`src/rtl/packed_shadow_bits_3x3_blur_assert.svh`:
```
// ----------------------------------------------------------------------------
// Assertion macros for the packed shadow blur
// Shared wrappers around concurrent assertions clocked on clk, off in reset.
// ----------------------------------------------------------------------------
`ifndef PACKED_SHADOW_BITS_3X3_BLUR_ASSERT_SVH
`define PACKED_SHADOW_BITS_3X3_BLUR_ASSERT_SVH

// A property that must hold at every clock edge outside reset.
`define PSB_CHECK(lbl, prop) \
  lbl: assert property (@(posedge clk) disable iff (rst) prop) \
    else $error("packed shadow blur check failed");

// A condition that must hold in the cycle after a trigger.
`define PSB_CHECK_NEXT(lbl, trig, cons) \
  lbl: assert property (@(posedge clk) disable iff (rst) (trig) |=> (cons)) \
    else $error("packed shadow blur sequence check failed");

`endif

```
`src/rtl/psb_pkg.sv`:
```
// ----------------------------------------------------------------------------
// Packed shadow blur package
// Sizes, configuration register codes and types shared by the blur modules.
// ----------------------------------------------------------------------------
`default_nettype none

package psb_pkg;

  localparam int MAX_WIDTH  = 512;
  localparam int MAX_HEIGHT = 512;
  localparam int LINE_BYTES = (MAX_WIDTH + 7) / 8;
  localparam int COL_W      = $clog2(LINE_BYTES);
  localparam int CFG_W      = 10;
  localparam int ROW_W      = 10;
  localparam int PIX_W      = 5;
  localparam int LANES      = 8;

  localparam logic [CFG_W-1:0] MAX_WIDTH_CFG  = CFG_W'(MAX_WIDTH);
  localparam logic [CFG_W-1:0] MAX_HEIGHT_CFG = CFG_W'(MAX_HEIGHT);
  localparam logic [CFG_W-1:0] RESET_WIDTH    = CFG_W'(128);
  localparam logic [CFG_W-1:0] RESET_HEIGHT   = CFG_W'(128);

  typedef enum logic [0:0] {
    REG_MAP_WIDTH  = 1'b0,
    REG_MAP_HEIGHT = 1'b1
  } cfg_reg_t;

  // Column triple: above row in [23:16], center row in [15:8], below row in [7:0].
  typedef logic [23:0] trip_t;
  typedef logic [PIX_W-1:0] pix_t;
  typedef pix_t [LANES-1:0] pix_row_t;

  typedef struct packed {
    logic [3:0] count;
    logic       first_col;
    logic       last_col;
  } lane_ctl_t;

endpackage

`default_nettype wire

```
`src/rtl/psb_lanes.sv`:
```
// ----------------------------------------------------------------------------
// Blur lanes
// Eight parallel 1-2-1 by 1-2-1 kernel lanes over one byte column of a window.
// ----------------------------------------------------------------------------
`default_nettype none

module psb_lanes (
  input  wire psb_pkg::trip_t    prev,
  input  wire psb_pkg::trip_t    cur,
  input  wire psb_pkg::trip_t    nxt,
  input  wire psb_pkg::lane_ctl_t ctl,
  output psb_pkg::pix_row_t      pix
);

  logic [2:0][23:0] vec;
  logic [psb_pkg::LANES-1:0][2:0][2:0] hs;

  genvar i, k;
  generate
    for (k = 0; k < 3; k++) begin : g_row
      assign vec[k] = {nxt[8*k+7:8*k], cur[8*k+7:8*k], prev[8*k+7:8*k]};
    end

    for (i = 0; i < psb_pkg::LANES; i++) begin : g_lane
      logic [psb_pkg::PIX_W-1:0] sum;
      for (k = 0; k < 3; k++) begin : g_tap
        logic lft, mid, rgt;
        assign lft = (ctl.first_col && (i == 0)) ? vec[k][8] : vec[k][7+i];
        assign mid = vec[k][8+i];
        assign rgt = (ctl.last_col && (ctl.count == 4'(i + 1))) ? vec[k][8+i] : vec[k][9+i];
        assign hs[i][k] = {2'b00, lft} + {1'b0, mid, 1'b0} + {2'b00, rgt};
      end
      assign sum = {2'b00, hs[i][2]} + {1'b0, hs[i][1], 1'b0} + {2'b00, hs[i][0]};
      assign pix[i] = (4'(i) < ctl.count) ? sum : '0;
    end
  endgenerate

endmodule

`default_nettype wire

```
`src/rtl/packed_shadow_bits_3x3_blur.sv`:
```
// ----------------------------------------------------------------------------
// Packed shadow bits 3x3 blur
// Binomial 3x3 blur of a packed 1-bit shadow map with clamped edges.
// ----------------------------------------------------------------------------
// The block takes one packed byte per cycle and, when its output is not
// stalled, sustains one request per cycle with no bubbles. The request that
// completes a window is held in the stage-1 registers, and its result is then
// captured in the output register: the line memories are read at the
// accepting edge, and the eight kernel lanes work on that data from stage 1
// into the output register. The rate is set by the single read and
// single write of each line memory per request; back-to-back requests on the
// same entry (a one-byte row) are forwarded. Results lag the input by one row
// and one byte, so a frame needs pitch plus one flush requests after its data.
// No clearing pass runs after reset; the line memories are valid only once
// written by the first rows.
`default_nettype none

`include "packed_shadow_bits_3x3_blur_assert.svh"

module packed_shadow_bits_3x3_blur (
  input  wire                          clk,
  input  wire                          rst,
  input  wire                          cfg_write,
  input  wire  [0:0]                   cfg_index,
  input  wire  [psb_pkg::CFG_W-1:0]    cfg_data,
  input  wire                          in_valid,
  output logic                         in_stall,
  input  wire                          mode,
  input  wire  [7:0]                   packed_bits,
  output logic                         out_valid,
  input  wire                          out_stall,
  output logic [psb_pkg::PIX_W-1:0]    pixel_0,
  output logic [psb_pkg::PIX_W-1:0]    pixel_1,
  output logic [psb_pkg::PIX_W-1:0]    pixel_2,
  output logic [psb_pkg::PIX_W-1:0]    pixel_3,
  output logic [psb_pkg::PIX_W-1:0]    pixel_4,
  output logic [psb_pkg::PIX_W-1:0]    pixel_5,
  output logic [psb_pkg::PIX_W-1:0]    pixel_6,
  output logic [psb_pkg::PIX_W-1:0]    pixel_7,
  output logic [8:0]                   out_row,
  output logic [5:0]                   out_byte_column,
  output logic                         last_of_frame
);

  localparam int COL_W = psb_pkg::COL_W;
  localparam int ROW_W = psb_pkg::ROW_W;
  localparam int CFG_W = psb_pkg::CFG_W;

  logic [CFG_W-1:0] map_width;
  logic [CFG_W-1:0] map_height;
  logic [COL_W-1:0] in_column;
  logic [ROW_W-1:0] in_row;

  logic [7:0] mem_above  [psb_pkg::LINE_BYTES];
  logic [7:0] mem_center [psb_pkg::LINE_BYTES];
  logic [7:0] rd_above;
  logic [7:0] rd_center;

  logic             s1_valid;
  logic             s1_has_out;
  logic             s1_flush;
  logic             s1_top;
  logic             s1_fwd;
  logic             s1_last;
  logic [7:0]       s1_data;
  logic [COL_W-1:0] s1_addr;
  logic [8:0]       s1_row;
  logic [5:0]       s1_col;
  psb_pkg::lane_ctl_t s1_ctl;

  logic [COL_W-1:0] wr_addr;
  logic [7:0]       wr_ctr;
  logic [7:0]       wr_blw;

  psb_pkg::trip_t win_cur;
  psb_pkg::trip_t win_prev;

  logic [CFG_W-1:0] w_eff;
  logic [CFG_W-1:0] h_eff;
  logic [CFG_W:0]   pitch_sum;
  logic [COL_W:0]   pitch;
  logic [COL_W:0]   pitch_m1;
  logic [COL_W:0]   col_inc;
  logic [3:0]       last_count;
  logic             c_nz;
  logic [ROW_W-1:0] ro;
  logic [5:0]       co;
  logic             ro_ok;
  logic             is_last_col;
  logic             acc_last;
  logic             acc_flush;
  logic             accept;
  logic             out_free;
  logic             s1_adv;

  logic [7:0]       ctr;
  logic [7:0]       abv_mem;
  logic [7:0]       abv;
  logic [7:0]       blw;
  psb_pkg::trip_t   triple;
  psb_pkg::pix_row_t pix;

  always_comb begin
    if (map_width == '0) begin
      w_eff = CFG_W'(1);
    end else if (map_width > psb_pkg::MAX_WIDTH_CFG) begin
      w_eff = psb_pkg::MAX_WIDTH_CFG;
    end else begin
      w_eff = map_width;
    end
    if (map_height == '0) begin
      h_eff = CFG_W'(1);
    end else if (map_height > psb_pkg::MAX_HEIGHT_CFG) begin
      h_eff = psb_pkg::MAX_HEIGHT_CFG;
    end else begin
      h_eff = map_height;
    end
  end

  assign pitch_sum  = {1'b0, w_eff} + (CFG_W+1)'(7);
  assign pitch      = pitch_sum[COL_W+3:3];
  assign pitch_m1   = pitch - (COL_W+1)'(1);
  assign last_count = (w_eff[2:0] == 3'd0) ? 4'd8 : {1'b0, w_eff[2:0]};
  assign col_inc    = {1'b0, in_column} + (COL_W+1)'(1);

  assign c_nz        = (in_column != '0);
  assign ro          = c_nz ? (in_row - ROW_W'(1)) : (in_row - ROW_W'(2));
  assign co          = c_nz ? 6'(in_column - COL_W'(1)) : 6'(pitch_m1);
  assign ro_ok       = (c_nz ? (in_row >= ROW_W'(1)) : (in_row >= ROW_W'(2))) &&
                       (ro < h_eff);
  assign is_last_col = ((COL_W+1)'(co) == pitch_m1);
  assign acc_last    = ro_ok && (ro == (h_eff - CFG_W'(1))) && is_last_col;
  assign acc_flush   = mode || (in_row >= h_eff);

  assign out_free = !out_valid || !out_stall;
  assign s1_adv   = s1_valid && (!s1_has_out || out_free);
  assign in_stall = s1_valid && !s1_adv;
  assign accept   = in_valid && !in_stall;

  assign ctr     = s1_fwd ? wr_blw : rd_center;
  assign abv_mem = s1_fwd ? wr_ctr : rd_above;
  assign abv     = s1_top ? ctr : abv_mem;
  assign blw     = s1_flush ? ctr : s1_data;
  assign triple  = {abv, ctr, blw};

  psb_lanes u_lanes (
    .prev (win_prev),
    .cur  (win_cur),
    .nxt  (triple),
    .ctl  (s1_ctl),
    .pix  (pix)
  );

  always_ff @(posedge clk) begin
    if (s1_adv) begin
      mem_above[s1_addr]  <= ctr;
      mem_center[s1_addr] <= blw;
    end
    if (accept) begin
      rd_above  <= mem_above[in_column];
      rd_center <= mem_center[in_column];
    end
  end

  always_ff @(posedge clk) begin
    if (rst) begin
      map_width  <= psb_pkg::RESET_WIDTH;
      map_height <= psb_pkg::RESET_HEIGHT;
      in_column  <= '0;
      in_row     <= '0;
      s1_valid   <= 1'b0;
      out_valid  <= 1'b0;
      win_cur    <= '0;
      win_prev   <= '0;
    end else begin
      if (accept) begin
        if (acc_last) begin
          in_column <= '0;
          in_row    <= '0;
        end else if (col_inc >= pitch) begin
          in_column <= '0;
          in_row    <= in_row + ROW_W'(1);
        end else begin
          in_column <= col_inc[COL_W-1:0];
        end
      end
      if (accept) begin
        s1_valid <= 1'b1;
      end else if (s1_adv) begin
        s1_valid <= 1'b0;
      end
      if (s1_adv) begin
        if (s1_last) begin
          win_cur  <= '0;
          win_prev <= '0;
        end else begin
          win_cur  <= triple;
          win_prev <= win_cur;
        end
      end
      if (s1_adv && s1_has_out) begin
        out_valid <= 1'b1;
      end else if (out_valid && !out_stall) begin
        out_valid <= 1'b0;
      end
      if (cfg_write) begin
        unique case (psb_pkg::cfg_reg_t'(cfg_index))
          psb_pkg::REG_MAP_WIDTH: begin
            map_width <= cfg_data;
          end
          psb_pkg::REG_MAP_HEIGHT: begin
            map_height <= cfg_data;
          end
        endcase
        in_column <= '0;
        in_row    <= '0;
        win_cur   <= '0;
        win_prev  <= '0;
      end
    end
  end

  always_ff @(posedge clk) begin
    if (accept) begin
      s1_has_out          <= ro_ok;
      s1_flush            <= acc_flush;
      s1_top              <= (in_row == ROW_W'(1));
      s1_fwd              <= s1_adv && (s1_addr == in_column);
      s1_last             <= acc_last;
      s1_data             <= packed_bits;
      s1_addr             <= in_column;
      s1_row              <= ro[8:0];
      s1_col              <= co;
      s1_ctl.count        <= is_last_col ? last_count : 4'd8;
      s1_ctl.first_col    <= (co == 6'd0);
      s1_ctl.last_col     <= is_last_col;
    end
    if (s1_adv) begin
      wr_addr <= s1_addr;
      wr_ctr  <= ctr;
      wr_blw  <= blw;
    end
    if (s1_adv && s1_has_out) begin
      pixel_0         <= pix[0];
      pixel_1         <= pix[1];
      pixel_2         <= pix[2];
      pixel_3         <= pix[3];
      pixel_4         <= pix[4];
      pixel_5         <= pix[5];
      pixel_6         <= pix[6];
      pixel_7         <= pix[7];
      out_row         <= s1_row;
      out_byte_column <= s1_col;
      last_of_frame   <= s1_last;
    end
  end

  `PSB_CHECK(a_fwd_addr, (s1_valid && s1_fwd) |-> (wr_addr == s1_addr))
  `PSB_CHECK_NEXT(a_frame_restart, accept && acc_last, in_column == '0 && in_row == '0)
  `PSB_CHECK(a_stall_cause, in_stall |-> (s1_has_out && out_valid && out_stall))

endmodule

`default_nettype wire

```
`config.mk`:
```
export PLATFORM = sky130hd
export DESIGN_NAME = packed_shadow_bits_3x3_blur
export DESIGN_NICKNAME = d
export VERILOG_FILES = /design/src/rtl/psb_pkg.sv /design/src/rtl/psb_lanes.sv /design/src/rtl/packed_shadow_bits_3x3_blur.sv
export VERILOG_INCLUDE_DIRS = /design/src /design/src/rtl
export SDC_FILE = /design/constraint.sdc
export NUM_CORES = 1
export LEC_CHECK = 0
export BUFFER_PORTS_ARGS = -buffer_cell sky130_fd_sc_hd__buf_4
export CORE_ASPECT_RATIO = 0.8
export CORE_UTILIZATION = 30
export DETAILED_ROUTE_END_ITERATION = 6
export GPL_ROUTABILITY_DRIVEN = 0
export PLACE_DENSITY = 0.44
export RECOVER_POWER = 25
export SLEW_MARGIN = 20
export SYNTH_ARGS = -nofsm -noshare
export SYNTH_HDL_FRONTEND = slang
export SYNTH_SLANG_ARGS = --single-unit
```
`constraint.sdc`:
```
create_clock -name clk -period 7.95 [get_ports clk]
set_input_delay 0.795 -clock clk [delete_from_list [all_inputs] [get_ports clk]]
set_output_delay 0.795 -clock clk [all_outputs]
set_load 0.1 [all_outputs]
```
==> flow_summary_export.csv <==
group,metric,value,unit
drt,drtIter0Drc,2647,
global_routing,grt_pass1_wl,201400,um
cts,cts_buffers,119,
cells_and_area,nets,2979,
critical_path,worstSetupStartpointType,"register",
timing,finalMaxSlewViolations,690,
cts,clk_latency,0.77,ns
cts,post_cts_resized,0,
pwr,p_sw,3.111,mW
timing,period_needed,6.398,ns
floorplan,num_rows,133,
synthesis,syn_nets,2811,
synthesis,syn_inst,2685,
drt,vias,26305,
global_routing,grt_max_degree,92,
synthesis,yosysSeqAreaShare,71.49,%
cts,clock-sinks,1217,
synthesis,dominantRegCellSynth,"edfxtp_1",
synthesis,ys.warnings.count,0,
cts,cts_hold_buf,0,
synthesis,synth_area_leaders,"edfxtp_1 69%, mux4_2 14%, dfxtp_1 2.6%",
timing,maxSlewHeadroom,-152.2,%
timing,finalSetupViolations,0,
synthesis,yosys.area.top_type,"edfxtp_1",
cts,postCtsSetupRepairBufs,0,
min_path,hold_path.class,"input port to register",
timing,fin_crit_sh,80.48,%
critical_path,path_max_fanout,65,
floorplan,start_util,30.38,%
cts,ctsHtreeMaxLevel,3,
floorplan,core_area,165200,um^2
floorplan,dieArea,169000,um^2
drt,drc,0,
critical_path,cp-end-kind,"register",
synthesis,synthArstFlopShare,0,%
synthesis,ys_ff_latch,1217,
cells_and_area,syn_to_final_growth,15.04,%
synthesis,synth_edf_count,1152,
critical_path,worstPathRequired,8.42,ns
synthesis,syn_area_per_cell,18.70,um^2
pwr,p_leak,17.96,nW
synthesis,synth_area,50210,um^2
cts,cts-root-buf,"clkbuf_16",
pwr,powerDensity,239.8,nW/um^2
floorplan,io_pins,83,
pwr,intPower,10.74,mW
floorplan,die_h,367.9,um
drt,drtAntennaViolNets,0,
cells_and_area,utilization,34.95,%
drt,post_drt_wl_per_cell,27.06,um
drt,drt_wl_total,140300,um
critical_path,arrival,6.87,ns
job,maxCapViolCount,13,
global_routing,first_global_vias,26836,
drt,via_per_inst,5.071,
cells_and_area,final_cell_mix,"1152 x edfxtp_1, 309 x mux4_2, 161 x nor2_1",
pwr,pwr-share-seq,51.9,%
placed_design,port_buffers,82,
pwr,vdd_ir_drop_max,0.0001765,V
timing,grt_setup_unrepaired,"false",
timing,max_freq,0.1563,GHz
min_path,whs_path_depth,1,
global_routing,antenna_found_initial,7,
critical_path,r2r_cells,5,
timing,final-hold-violation-count,0,
synthesis,synth_top_area_share,68.90,%
global_routing,overflow,0,
cts,cts_tree,"done",
placed_design,placed_cell_area,53970,um^2
pwr,p_sw_share,22.46,%
timing,tns,0,ns
outcome,failed_checks,"max-capacitance violations, max-slew violations",
cells_and_area,drive_above_1_share,22.19,%
cells_and_area,final_common_cell,"edfxtp_1",
placed_design,hpwl,85400,um
global_routing,grt_usage,16.66,%
floorplan,fp.dieW,459.4,um
pwr,p_clk_share,42.8,%
pwr,pwr-share-comb,5.3,%
cells_and_area,finalInstanceArea,57760,um^2
drt,drt_first_pass_iters,5,
outcome,status,"finished with violations",
synthesis,ys_types,81,
timing,fin_skew,0.05711,ns
cts,cts_buffer_depth,3,
cts,clk_pin_slew,0.07,ns
timing,tightest_slew,3.783,ns
critical_path,critPathKind,"register to register",
-- synthesized netlist by cell type (all sizes together) (8+ instances only) --
| cell type | n |
|---|---|
| nor4 | 10 |
| o21ai | 34 |
| nor2b | 36 |
| nor2 | 163 |
| xor2 | 17 |
| a22oi | 10 |
| a21oi | 105 |
| nand2 | 102 |
| a21o | 18 |
| fa | 24 |
| dfxtp | 65 |
| mux2i | 56 |
| nand4 | 14 |
| mux2 | 11 |
| a31oi | 11 |
| nor3 | 40 |
| o221ai | 16 |
| or4 | 8 |
| a211oi | 13 |
| nand2b | 9 |
| ha | 77 |
| or2 | 9 |
| buf | 45 |
| inv | 95 |
| nand3b | 13 |
| edfxtp | 1152 |
| clkbuf | 91 |
| and2 | 8 |
| nand3 | 20 |
| mux4 | 309 |
| xnor2 | 22 |
-- layer usage --
metal  part of all wire (%)  up-vias  global-route usage (%)  routed length (um)
met5                      0        -                       0                   0
met4                    1.8        0                   3.261                2500
met3                    4.7      178                   2.545                6661
met2                     45      711                   25.07               62610
met1                     49    14250                   25.41               68570
li1                       -    11166                       -                   -
-- kinds of logic (layout without fill, tap and decap cells) --
logic type | Yosys count | count (layout) | share of synthesized area, %
DFF | 1217 | 1217 | 71.49
and+or+nand+nor | 462 | 462 | 4.528
muxes | 376 | 376 | 15.22
AOI/OAI and AO/OA | 255 | 255 | 3.265
buffers and inverters | 231 | 502 | 1.779
adders and majority gates | 102 | 102 | 2.896
xor gates and xnor gates | 42 | 42 | 0.8174
other | 0 | 4 | 0
-- power groups by stage --
stage | clock, mW | combinational (mW) | sequential (mW)
finish | 5.92 | 0.737 | 7.19
global route | 6.30 | 0.797 | 7.19
CTS | 6.07 | 0.757 | 7.18
global placement | 0 | 0.737 | 7.32
floorplan | 0 | 0.436 | 7.33
detailed placement | 0 | 0.754 | 7.32
-- registers in the layout (all words and copies together), names as in the netlist, 8 cells and up --
signal,count
in_row,10
rd_center,8
wr_ctr,8
s1_row,9
map_height,10
mem_above,512
map_width,10
wr_blw,8
s1_data,8
out_row,9
win_cur,24
rd_above,8
mem_center,512
-- critical path: stages (launching register included) --
cell      delay, ns
dfxtp_4        0.63
clkbuf_1       2.68
buf_4          1.16
mux4_2         0.45
mux4_2         0.54
mux4_2         0.57
-- layout make-up --
type	instances	area, um^2
multi-input combinational	1237	13510
clock buffer	137	3045
fill	15435	107500
inverter	95	359.1
tap	2227	2786
sequential	1217	35910
antenna	4	10.01
clock inverter	87	1027
timing repair buffer	183	1112
-- metrics by stage --
step | instances | power [mW] | setup slack (ns) | hold slack, ns
global route | 5183 | 14.29 | 1.325 | 0.2015
finish | 5187 | 13.85 | 1.552 | 0.2564
floorplan | 2685 | 7.768 | 2.874 | 0.4003
detailed placement | 4959 | 8.073 | 2.781 | 0.4072
global placement | 4958 | 8.053 | 2.804 | 0.4036
CTS | 5183 | 14.00 | 2.743 | 0.1655
-- worst paths after layout --
check,slack [ns],startpoint,end
setup / recovery,1.55,in_column[1],rd_center[6]
hold / removal,0.26,packed_bits[5],s1_data[5]
setup reg to reg,1.55,in_column[1],rd_center[6]
hold reg to reg,0.42,s1_col[5],out_byte_column[5]
Power figures use the tool's default switching activity.
